`src/hdl/rau_pkg.sv`:
```
package rau_pkg;

	typedef logic [3:0] action_t;

	localparam action_t ACT_ADD = 4'd0;
	localparam action_t ACT_SUB = 4'd1;
	localparam action_t ACT_MUL = 4'd2;
	localparam action_t ACT_DIV = 4'd3;
	localparam action_t ACT_EQ  = 4'd4;
	localparam action_t ACT_NE  = 4'd5;
	localparam action_t ACT_LT  = 4'd6;
	localparam action_t ACT_GT  = 4'd7;
	localparam action_t ACT_LE  = 4'd8;
	localparam action_t ACT_GE  = 4'd9;

	localparam int RES_NUM_W = 33;
	localparam int RES_DEN_W = 31;

endpackage

```
`src/hdl/rational_arithmetic_unit_core.sv`:
```
// channel | signals                                              | direction
// input   | in_valid, in_stall, action, first/second num and den | into block
// output  | out_valid, out_stall, result_*, compare_true,        | out of block
//         | divide_by_zero                                       |
//
// One item at a time: in_stall is high from acceptance until the result beat
// is taken. An item passes through the shared multiplier in states M0, M1 and
// M2, a set-up state PREP, then the shared bit-serial divider for each Euclid
// remainder step, a check for the gcd, and the two divisions (NDIV, DDIV)
// that take the gcd out.
// Comparisons, zero results and division by zero skip the divider.
// arst_n clears the sequencer; out_valid holds with its beat until out_stall
// is low.
module rational_arithmetic_unit_core
	import rau_pkg::*;
#(
	parameter int OPERAND_WIDTH = 16
) (
	input  logic                                 clk,
	input  logic                                 arst_n,
	input  logic                                 in_valid,
	output logic                                 in_stall,
	input  logic [3:0]                           action,
	input  logic signed [OPERAND_WIDTH-1:0]      first_numerator,
	input  logic [OPERAND_WIDTH-2:0]             first_denominator,
	input  logic signed [OPERAND_WIDTH-1:0]      second_numerator,
	input  logic [OPERAND_WIDTH-2:0]             second_denominator,
	output logic                                 out_valid,
	input  logic                                 out_stall,
	output logic signed [RES_NUM_W-1:0]          result_numerator,
	output logic [RES_DEN_W-1:0]                 result_denominator,
	output logic                                 compare_true,
	output logic                                 divide_by_zero
);

	localparam int W  = OPERAND_WIDTH;
	localparam int MW = 2 * W;
	localparam int CW = $clog2(MW + 1);
	localparam int XW = 65;

	localparam logic [3:0] ST_IDLE = 4'd0;
	localparam logic [3:0] ST_M0   = 4'd1;
	localparam logic [3:0] ST_M1   = 4'd2;
	localparam logic [3:0] ST_M2   = 4'd3;
	localparam logic [3:0] ST_PREP = 4'd4;
	localparam logic [3:0] ST_GCD  = 4'd5;
	localparam logic [3:0] ST_NDIV = 4'd6;
	localparam logic [3:0] ST_DDIV = 4'd7;
	localparam logic [3:0] ST_OUT  = 4'd8;

	logic [3:0]              state_q;
	action_t                 act_q;
	logic signed [W:0]       n1_q, d1_q, n2_q, d2_q;
	logic signed [MW:0]      left_q, right_q, den_q;
	logic [MW-1:0]           a_q, b_q, mn_q, md_q;
	logic                    neg_q, ld_q;
	logic [MW-1:0]           rem_q, quo_q, dv_q;
	logic [CW-1:0]           cnt_q;
	logic signed [RES_NUM_W-1:0] res_num_q;
	logic [RES_DEN_W-1:0]    res_den_q;
	logic                    cmp_q, dz_q;

	// shared multiplier
	logic signed [W:0]       mx, my;
	logic signed [2*W+1:0]   prod;

	always_comb begin
		mx = n1_q;
		my = d2_q;
		case (state_q)
			ST_M0: begin
				mx = n1_q;
				my = (act_q == ACT_MUL) ? n2_q : d2_q;
			end
			ST_M1: begin
				mx = n2_q;
				my = d1_q;
			end
			ST_M2: begin
				mx = d1_q;
				my = (act_q == ACT_DIV) ? n2_q : d2_q;
			end
			default: begin
				mx = n1_q;
				my = d2_q;
			end
		endcase
	end

	assign prod = mx * my;

	// numerator and magnitudes for reduction
	logic signed [MW:0] num_c, num_abs, den_abs;
	logic               cmp_c;

	always_comb begin
		case (act_q)
			ACT_ADD: num_c = left_q + right_q;
			ACT_SUB: num_c = left_q - right_q;
			default: num_c = left_q;
		endcase
		num_abs = num_c[MW] ? -num_c : num_c;
		den_abs = den_q[MW] ? -den_q : den_q;
		case (act_q)
			ACT_EQ:  cmp_c = (left_q == right_q);
			ACT_NE:  cmp_c = (left_q != right_q);
			ACT_LT:  cmp_c = (left_q <  right_q);
			ACT_GT:  cmp_c = (left_q >  right_q);
			ACT_LE:  cmp_c = (left_q <= right_q);
			ACT_GE:  cmp_c = (left_q >= right_q);
			default: cmp_c = 1'b0;
		endcase
	end

	// bit-serial restoring divider step
	logic [MW:0]   sh, diff;
	always_comb begin
		sh   = {rem_q, quo_q[MW-1]};
		diff = sh - {1'b0, dv_q};
	end

	// final result, widened then cut to the field widths
	logic [XW-1:0] mag_x, num_x, den_x;
	always_comb begin
		mag_x = {{(XW-MW){1'b0}}, mn_q};
		num_x = neg_q ? (~mag_x + XW'(1)) : mag_x;
		den_x = {{(XW-MW){1'b0}}, quo_q};
	end

	always_ff @(posedge clk or negedge arst_n) begin
		if (!arst_n) begin
			state_q <= ST_IDLE;
			ld_q    <= 1'b0;
			cnt_q   <= '0;
		end else begin
			case (state_q)
				ST_IDLE: begin
					if (in_valid) begin
						act_q   <= action;
						n1_q    <= {first_numerator[W-1], first_numerator};
						n2_q    <= {second_numerator[W-1], second_numerator};
						d1_q    <= (first_denominator == '0) ? (W+1)'(1)
						           : {2'b00, first_denominator};
						d2_q    <= (second_denominator == '0) ? (W+1)'(1)
						           : {2'b00, second_denominator};
						state_q <= ST_M0;
					end
				end
				ST_M0: begin
					left_q  <= prod[MW:0];
					state_q <= ST_M1;
				end
				ST_M1: begin
					right_q <= prod[MW:0];
					state_q <= ST_M2;
				end
				ST_M2: begin
					den_q   <= prod[MW:0];
					state_q <= ST_PREP;
				end
				ST_PREP: begin
					res_num_q <= '0;
					res_den_q <= RES_DEN_W'(1);
					cmp_q     <= cmp_c;
					dz_q      <= (act_q == ACT_DIV) && (n2_q == '0);
					a_q       <= num_abs[MW-1:0];
					b_q       <= den_abs[MW-1:0];
					mn_q      <= num_abs[MW-1:0];
					md_q      <= den_abs[MW-1:0];
					neg_q     <= num_c[MW] ^ den_q[MW];
					ld_q      <= 1'b1;
					if (act_q > ACT_DIV || (act_q == ACT_DIV && n2_q == '0)
					    || num_c == '0)
						state_q <= ST_OUT;
					else
						state_q <= ST_GCD;
				end
				ST_GCD: begin
					if (ld_q) begin
						rem_q <= '0;
						cnt_q <= CW'(MW);
						ld_q  <= 1'b0;
						if (b_q == '0) begin
							// gcd found: divide it out of the numerator
							quo_q   <= mn_q;
							dv_q    <= a_q;
							state_q <= ST_NDIV;
						end else begin
							quo_q <= a_q;
							dv_q  <= b_q;
						end
					end else if (cnt_q != '0) begin
						rem_q <= diff[MW] ? sh[MW-1:0] : diff[MW-1:0];
						quo_q <= {quo_q[MW-2:0], ~diff[MW]};
						cnt_q <= cnt_q - CW'(1);
					end else begin
						a_q  <= b_q;
						b_q  <= rem_q;
						ld_q <= 1'b1;
					end
				end
				ST_NDIV: begin
					if (cnt_q != '0) begin
						rem_q <= diff[MW] ? sh[MW-1:0] : diff[MW-1:0];
						quo_q <= {quo_q[MW-2:0], ~diff[MW]};
						cnt_q <= cnt_q - CW'(1);
					end else begin
						mn_q    <= quo_q;
						quo_q   <= md_q;
						rem_q   <= '0;
						cnt_q   <= CW'(MW);
						state_q <= ST_DDIV;
					end
				end
				ST_DDIV: begin
					if (cnt_q != '0) begin
						rem_q <= diff[MW] ? sh[MW-1:0] : diff[MW-1:0];
						quo_q <= {quo_q[MW-2:0], ~diff[MW]};
						cnt_q <= cnt_q - CW'(1);
					end else begin
						res_num_q <= num_x[RES_NUM_W-1:0];
						res_den_q <= den_x[RES_DEN_W-1:0];
						state_q   <= ST_OUT;
					end
				end
				ST_OUT: begin
					// hold the beat until taken
					if (!out_stall)
						state_q <= ST_IDLE;
				end
				default: state_q <= ST_IDLE;
			endcase
		end
	end

	assign in_stall           = (state_q != ST_IDLE);
	assign out_valid          = (state_q == ST_OUT);
	assign result_numerator   = res_num_q;
	assign result_denominator = res_den_q;
	assign compare_true       = cmp_q;
	assign divide_by_zero     = dz_q;

endmodule
```
`config.mk`:
```
export PLATFORM = sky130hd
export DESIGN_NAME = rational_arithmetic_unit_core
export DESIGN_NICKNAME = d
export VERILOG_FILES = /design/src/hdl/rau_pkg.sv /design/src/hdl/rational_arithmetic_unit_core.sv
export SDC_FILE = /design/constraint.sdc
export NUM_CORES = 2
export LEC_CHECK = 0
export BUFFER_PORTS_ARGS = -buffer_cell sky130_fd_sc_hd__buf_2
export CORE_ASPECT_RATIO = 0.8
export CORE_UTILIZATION = 57
export DETAILED_ROUTE_END_ITERATION = 16
export PLACE_DENSITY_LB_ADDON = 0.1
export SYNTH_ARGS = -nofsm -noshare
export SYNTH_HDL_FRONTEND = slang
export SYNTH_SLANG_ARGS = --single-unit
```
`constraint.sdc`:
```
create_clock -name clk -period 18.1 [get_ports clk]
set_input_delay 1.81 -clock clk [delete_from_list [all_inputs] [get_ports clk]]
set_output_delay 1.81 -clock clk [all_outputs]
set_load 0.1 [all_outputs]
```
# After elaboration in Yosys (flattened, before gate mapping)
# Index checks and enable logic that the tools add are counted.
dict set report op_classes {
  add_sub_neg 7
  n_mul 1
  order_cmp 5
  n_eq_ne 27
  muxes 47
  n_bitwise 3
  reduce_logical 27
}
# operator n
set ops {}
lappend ops {{2-to-1 mux 32 bit} 16}
lappend ops {{one-hot mux 32 bit (2 select lines)} 3}
lappend ops {{one-hot mux 32 bit (3 select lines)} 2}
lappend ops {{one-hot mux 33 bit (2 select lines)} 2}
lappend ops {{2-to-1 mux 33 bit} 2}
lappend ops {{negation 32 bit} 2}
lappend ops {{one-hot mux 31 bit (2 select lines)} 1}
lappend ops {{one-hot mux 17 bit (3 select lines)} 1}
lappend ops {{one-hot mux 4 bit (9 select lines)} 1}
lappend ops {{2-to-1 mux 17 bit} 2}
lappend ops {{one-hot mux 17 bit (2 select lines)} 1}
lappend ops {{adder 33 x 1 -> 33 bit (second input constant)} 1}
lappend ops {{adder 33 bit} 1}
lappend ops {{== test 33 bit} 1}
lappend ops {{>= comparator 33 bit} 1}
lappend ops {{greater-than comparator 33 bit} 1}
lappend ops {{less-or-equal comparator 33 bit} 1}
lappend ops {{logical NOT 33 bit} 1}
lappend ops {{less-than comparator 33 bit} 1}
lappend ops {{multiplier 17 x 17 -> 33 bit} 1}
lappend ops {{!= test 33 bit} 1}
lappend ops {{inverter 32 -> 33 bit} 1}
lappend ops {{subtractor 33 x 32 -> 33 bit} 1}
lappend ops {{subtractor 33 bit} 1}
lappend ops {{30 further kinds} 71}
dict set report totals {
  regBits 471
  inputBits 70
  out_inout_bits 68
  wordCells 142
}

# Longest topological paths before layout
dict set report depth {
  ltp_word 6
  ltp_mapped 36
  depth_no_buf 32
}

# Worst setup path after synthesis
# Ideal clock, no wire load.
dict set report synth_timing {
  path_type {reg-to-reg}
  startpoint {register act_q[0]}
  endpoint {register den_q[26], data pin}
  setup_time_ns 0.151
  arrival_time_ns 8.667
  required_ns 17.949
  path_slack_ns 9.282
  stages_incl_launch_ff 33
  n_path_buf 6
  synth_period_minus_slack_ns 8.818
  cell_sequence {edfxtp_1 clkbuf_1 buf_2 buf_1 buf_1 nor3_1 o21ai_1 clkbuf_1 a222oi_1 clkbuf_1 nor2_1 fa_1 inv_1 fa_1 fa_1 fa_1 inv_1 fa_1 inv_1 fa_1 inv_1 ha_1 a21o_1 a21o_1 a21o_1 a221o_1 a211o_1 a21oi_1 nor2b_1 nor2_1 o21ai_0 or4b_2 nand4b_1}
}
dict set report synth_via {
  elab_chain_len 4
  elab_cells_between_ends 6
  classes_between {mul (1); eq/ne (2); mux (3)}
}
# item line_no
set synth_lines {}
lappend synth_lines {{from (decl)} rational_arithmetic_unit_core.sv:52} ;# action_t act_q;
lappend synth_lines {{from (signal assigned)} rational_arithmetic_unit_core.sv:139} ;# act_q <= action;
lappend synth_lines {{== test 4 x 2 -> 1 bit (on tied branches)} {rational_arithmetic_unit_core.sv:81, rational_arithmetic_unit_core.sv:73}}
lappend synth_lines {{2-to-1 mux 17 bit (on tied branches)} {rational_arithmetic_unit_core.sv:81, rational_arithmetic_unit_core.sv:73}}
lappend synth_lines {{one-hot mux 17 bit (3 select lines) (*)} rational_arithmetic_unit_core.sv:70} ;# case (state_q)
lappend synth_lines {{multiplier 17 x 17 -> 33 bit (*)} rational_arithmetic_unit_core.sv:90} ;# assign prod = mx * my;
lappend synth_lines {{via prod[26]} rational_arithmetic_unit_core.sv:65} ;# logic signed [2*W+1:0] prod;
lappend synth_lines {{to (signal assigned)} rational_arithmetic_unit_core.sv:158} ;# den_q <= prod[MW:0];
lappend synth_lines {{to (decl)} rational_arithmetic_unit_core.sv:54} ;# logic signed [MW:0] left_q, right_q, den_q;
# Mark *: on every way through the listed nets, which the timed path passes. The rest lies on a longest branch.
# A chain may end at the register's enable or synchronous reset.

# Worst setup path in the final report
dict set report layout_timing {
  startpoint {register state_q[2]}
  endpoint {register right_q[31], data pin}
}
dict set report layout_via {
  elab_chain_len 3
  elab_cells_between_ends 6
  classes_between {mul (1); eq/ne (3); mux (2)}
}
# item line_no
set layout_lines {}
lappend layout_lines {{from (decl)} rational_arithmetic_unit_core.sv:51} ;# logic [3:0] state_q;
lappend layout_lines {{from (signal assigned)} rational_arithmetic_unit_core.sv:132} ;# state_q <= ST_IDLE;
lappend layout_lines {{from (signal assigned)} rational_arithmetic_unit_core.sv:146} ;# state_q <= ST_M0;
lappend layout_lines {{from (signal assigned)} rational_arithmetic_unit_core.sv:151} ;# state_q <= ST_M1;
lappend layout_lines {{== test 4 x 2 -> 1 bit or == test 4 x 1 -> 1 bit (tied branches)} rational_arithmetic_unit_core.sv:70}
lappend layout_lines {{one-hot mux 17 bit (3 select lines) or one-hot mux 17 bit (2 select lines) (tied branches)} rational_arithmetic_unit_core.sv:70}
lappend layout_lines {{multiplier 17 x 17 -> 33 bit (*)} rational_arithmetic_unit_core.sv:90}
lappend layout_lines {{via prod[31]} rational_arithmetic_unit_core.sv:65}
lappend layout_lines {{to (signal assigned)} rational_arithmetic_unit_core.sv:154} ;# right_q <= prod[MW:0];
lappend layout_lines {{to (decl)} rational_arithmetic_unit_core.sv:54}
# Marked as above.

==> flow_summary.json <==
{
  "fin_tns_setup_ns": 0,
  "maxCapViolations": 0,
  "viasPerCell": 6.15,
  "leakage_uw": 0.0168,
  "io-pin-count": 138,
  "cts_root_buf": "clkbuf_16",
  "grt_pass1_wl_um": 167000,
  "rows": 83,
  "wl_um": 110000,
  "synth_edf_count": 456,
  "syn2layout_area_growth_pct": 8.02,
  "peakVddDrop_uv": 79.6,
  "rsz0062_at_grt": "false",
  "reg2reg_slack_ns": 8.74,
  "vias": 28828,
  "cp-endpoint": "right_q[31]",
  "worst_slew_pin_slew_ns": 1.20,
  "dieArea_um2": 66400,
  "min_path_type": "flip-flop to flip-flop",
  "drt-initial-drc-count": 3952,
  "overflow": 0,
  "reg2reg_to": "right_q[31]",
  "hpwl_um": 83900,
  "initial_core_util_pct": 57.9,
  "worstPathArrival_ns": 9.76,
  "synth_cells": 3760,
  "ys_async_sr_fraction_pct": 2.36,
  "max-slew-margin-rel_pct": 19.8,
  "rr_worst_depth": 27,
  "finalSetupViolCount": 0,
  "antenna_found_initial": 4,
  "synth_seq_cells": 467,
  "finalNetCount": 4336,
  "cts_tree": "built",
  "yosysWarnings": 0,
  "crit_start": "state_q[2]",
  "hold_depth": 2,
  "ant_nets": 0,
  "num_antenna_cells": 0,
  "avgSynthCellArea_um2": 9.91,
  "grt_pass1_vias": 26993,
  "synthFlopType": "edfxtp_1",
  "status": "finished with violations",
  "gp_congestion": 1.00,
  "synth-seq-area-share_pct": 37.5,
  "ctsResizeCount": 0,
  "drt-pass1-iter-count": 14,
  "grt_max_degree": 76,
  "drive_gt1_share_pct": 9.28,
  "path_max_fanout": 16,
  "cts_setup_buffers": 0,
  "syn_nets": 4300,
  "period_share_pct": 51.7,
  "fp.dieW_um": 288,
  "synth_top_area_share_pct": 36.8,
  "path_class": "flip-flop to flip-flop",
  "power_frac_clock_pct": 34.6,
  "comb_power_share_pct": 20.5,
  "fin_area_um2": 40200,
  "cts_buffers": 48,
  "power_frac_seq_pct": 44.9,
  "fin_crit_ns": 9.36,
  "die_y_um": 231,
  "layout.cells.non_filler": 4686,
  "wl_per_cell_um": 23.5,
  "cts_hold_buf": 0,
  "end_kind": "flip-flop",
  "pwr_density_cell_nw_per_um2": 74.0,
  "grt_usage_pct": 33.4,
  "clk_pin_slew_worst_paths_ns": 0.07,
  "place_area_um2": 38600,
  "p_switching_uw": 866,
  "swShare_pct": 29.1,
  "yosysTopAreaCell": "edfxtp_1",
  "coreArea_um2": 64400,
  "htree_num_levels": 2,
  "clkSinkCount": 467,
  "max_freq_mhz": 107,
  "total_power_uw": 2980,
  "dp.cells": 4596,
  "required_ns": 18.50,
  "skew_ns": 0.0286,
  "slew_violations": 0,
  "insertion_delay_ns": 0.63,
  "report.final.hold_viol_count": 0,
  "post-route-drc-count": 20,
  "p_int_uw": 2110,
  "failed_checks": "design-rule violations",
  "portBuffers": 137,
  "worstReg2RegStart": "state_q[2]",
  "fillers": 5443,
  "synthesis.area_um2": 37200,
  "synth.distinct_cells": 95,
  "synth_area_leaders": "edfxtp_1 37%, fa_1 15%, ha_1 6.2%",
  "cts_max_path_buffers": 3,
  "start_kind": "flip-flop"
}
-- metrics by stage --
| stage | hold slack [ns] | utilization (%) | worst slack [ns] |
|---|---|---|---|
| floorplan | 0.455 | - | 9.28 |
| global placement | 0.494 | 60.0 | 9.09 |
| detailed placement | 0.493 | 60.0 | 8.86 |
| CTS | 0.509 | 62.5 | 8.83 |
| global route | 0.559 | 62.5 | 8.30 |
| finish | 0.506 | 62.5 | 8.74 |
-- layout by cell type, fill, tap and decap left out, drive strengths merged, types with 11 or more instances in the layout --
master | synthesis | layout
edfxtp | 456 | 456
inv | 481 | 487
ha | 185 | 185
a22oi | 52 | 52
clkbuf | 157 | 53
a21o | 80 | 80
a211oi | 25 | 25
o21a | 16 | 16
mux2 | 18 | 18
or2 | 23 | 23
nand2b | 31 | 31
a21oi | 187 | 187
buf | 38 | 181
o21ai | 150 | 150
xor2 | 62 | 62
o221ai | 36 | 36
or4 | 21 | 21
a211o | 13 | 13
nor3 | 48 | 48
fa | 285 | 285
nand2 | 317 | 317
o21bai | 17 | 17
dfrtp | 11 | 11
o41ai | 11 | 11
mux2i | 64 | 64
and2 | 52 | 52
clkinv | 0 | 21
o211ai | 15 | 15
nor2 | 469 | 469
nand3 | 44 | 44
or3 | 19 | 19
a31oi | 22 | 22
and3 | 17 | 17
nor4 | 33 | 33
nand4 | 23 | 23
o31ai | 37 | 37
xnor2 | 110 | 110
nor2b | 25 | 25
-- kinds of logic (layout without fill, tap and decap cells) --
kind of cell | count (synthesis) | in the layout | synth area share [%]
AO/OA/AOI/OAI | 751 | 751 | 13.7
XOR/XNOR | 172 | 172 | 4.04
adder cells (fa/ha/maj) | 470 | 470 | 21.5
buffers and inverters | 676 | 752 | 6.92
flip-flops | 467 | 467 | 37.5
multiplexers | 82 | 82 | 2.26
AND/OR/NAND/NOR | 1142 | 1142 | 14.0
-- layer usage --
layer	up-vias	wire length, um	part of all wire, %	track usage [%]
li1	12972	-	-	-
met1	14052	49200	45	53.0
met2	1635	43500	40	45.1
met3	169	14300	13	8.60
met4	0	3010	2.7	8.33
met5	-	0	0	0
-- flip-flops by register name, indices dropped and copies added, names as in the netlist, 4 cells and up --
| register | cells |
|---|---|
| d2_q | 15 |
| b_q | 32 |
| result_numerator | 33 |
| result_denominator | 31 |
| md_q | 32 |
| act_q | 4 |
| left_q | 33 |
| quo_q | 32 |
| den_q | 33 |
| right_q | 33 |
| d1_q | 15 |
| n2_q | 16 |
| state_q | 4 |
| dv_q | 32 |
| a_q | 32 |
| mn_q | 32 |
| rem_q | 32 |
| cnt_q | 6 |
| n1_q | 16 |
-- power groups by stage --
| stage | Combinational, uW | Clock (uW) | Sequential [uW] |
|---|---|---|---|
| final | 611 | 1030 | 1340 |
| after floorplan | 462 | 0 | 1330 |
| after global routing | 673 | 1070 | 1340 |
| after detailed placement | 589 | 0 | 1350 |
| after global placement | 583 | 0 | 1350 |
| after CTS | 595 | 1040 | 1330 |
-- critical path: stages, from the launching register on --
cell      delay (ns)
dfrtp_1         0.49
nor2_1          0.40
nand2_1         0.22
nor2_1          0.87
a222oi_1        0.24
buf_4           0.29
or2_2           0.34
fa_1            0.78
fa_1            0.49
inv_1           0.09
fa_1            0.44
fa_1            0.51
fa_1            0.49
inv_1           0.05
fa_1            0.47
inv_1           0.04
ha_1            0.32
a21o_1          0.19
a21o_1          0.17
a21o_1          0.17
a21oi_1         0.13
o21ai_0         0.09
a221o_1         0.39
o41ai_1         0.69
o21ai_0         0.26
o21a_1          0.21
nor2_1          0.12
xnor2_1         0.20
-- final cells by class --
type,instances,area [um^2],area share [%]
tap,850,1060,2.64
sequential,467,14000,34.7
multi-input combinational,2617,20800,51.6
timing repair buffer,181,1020,2.52
inverter,481,1810,4.49
clock buffer,53,1220,3.03
clock inverter,37,389,0.967
-- how the worst min path moves through the flow --
stage               startpoint        to  slack [ns]
floorplan             cnt_q[2]  cnt_q[2]        0.46
global placement      cnt_q[2]  cnt_q[2]        0.49
detailed placement    cnt_q[2]  cnt_q[2]        0.49
CTS                   cnt_q[2]  cnt_q[2]        0.51
global route          cnt_q[2]  cnt_q[2]        0.56
finish                cnt_q[2]  cnt_q[2]        0.51
-- cell usage after synthesis (17+ instances only) --
master / n
a22oi_1: 51
ha_1: 185
clkbuf_1: 157
a21o_1: 80
and3_1: 17
inv_1: 480
nor2_1: 468
edfxtp_1: 456
fa_1: 285
nor4_1: 31
or2_2: 23
xnor2_1: 110
o21bai_1: 17
o31ai_1: 34
a211oi_1: 23
nor2b_1: 25
o21ai_0: 138
or3_1: 17
and2_1: 51
buf_1: 20
mux2i_1: 64
mux2_2: 18
nand4_1: 23
a31oi_1: 22
xor2_1: 62
o221ai_1: 36
nand3_1: 43
nand2_1: 317
nor3_1: 47
nand2b_1: 30
a21oi_1: 184
Power figures use the tool's default switching activity.
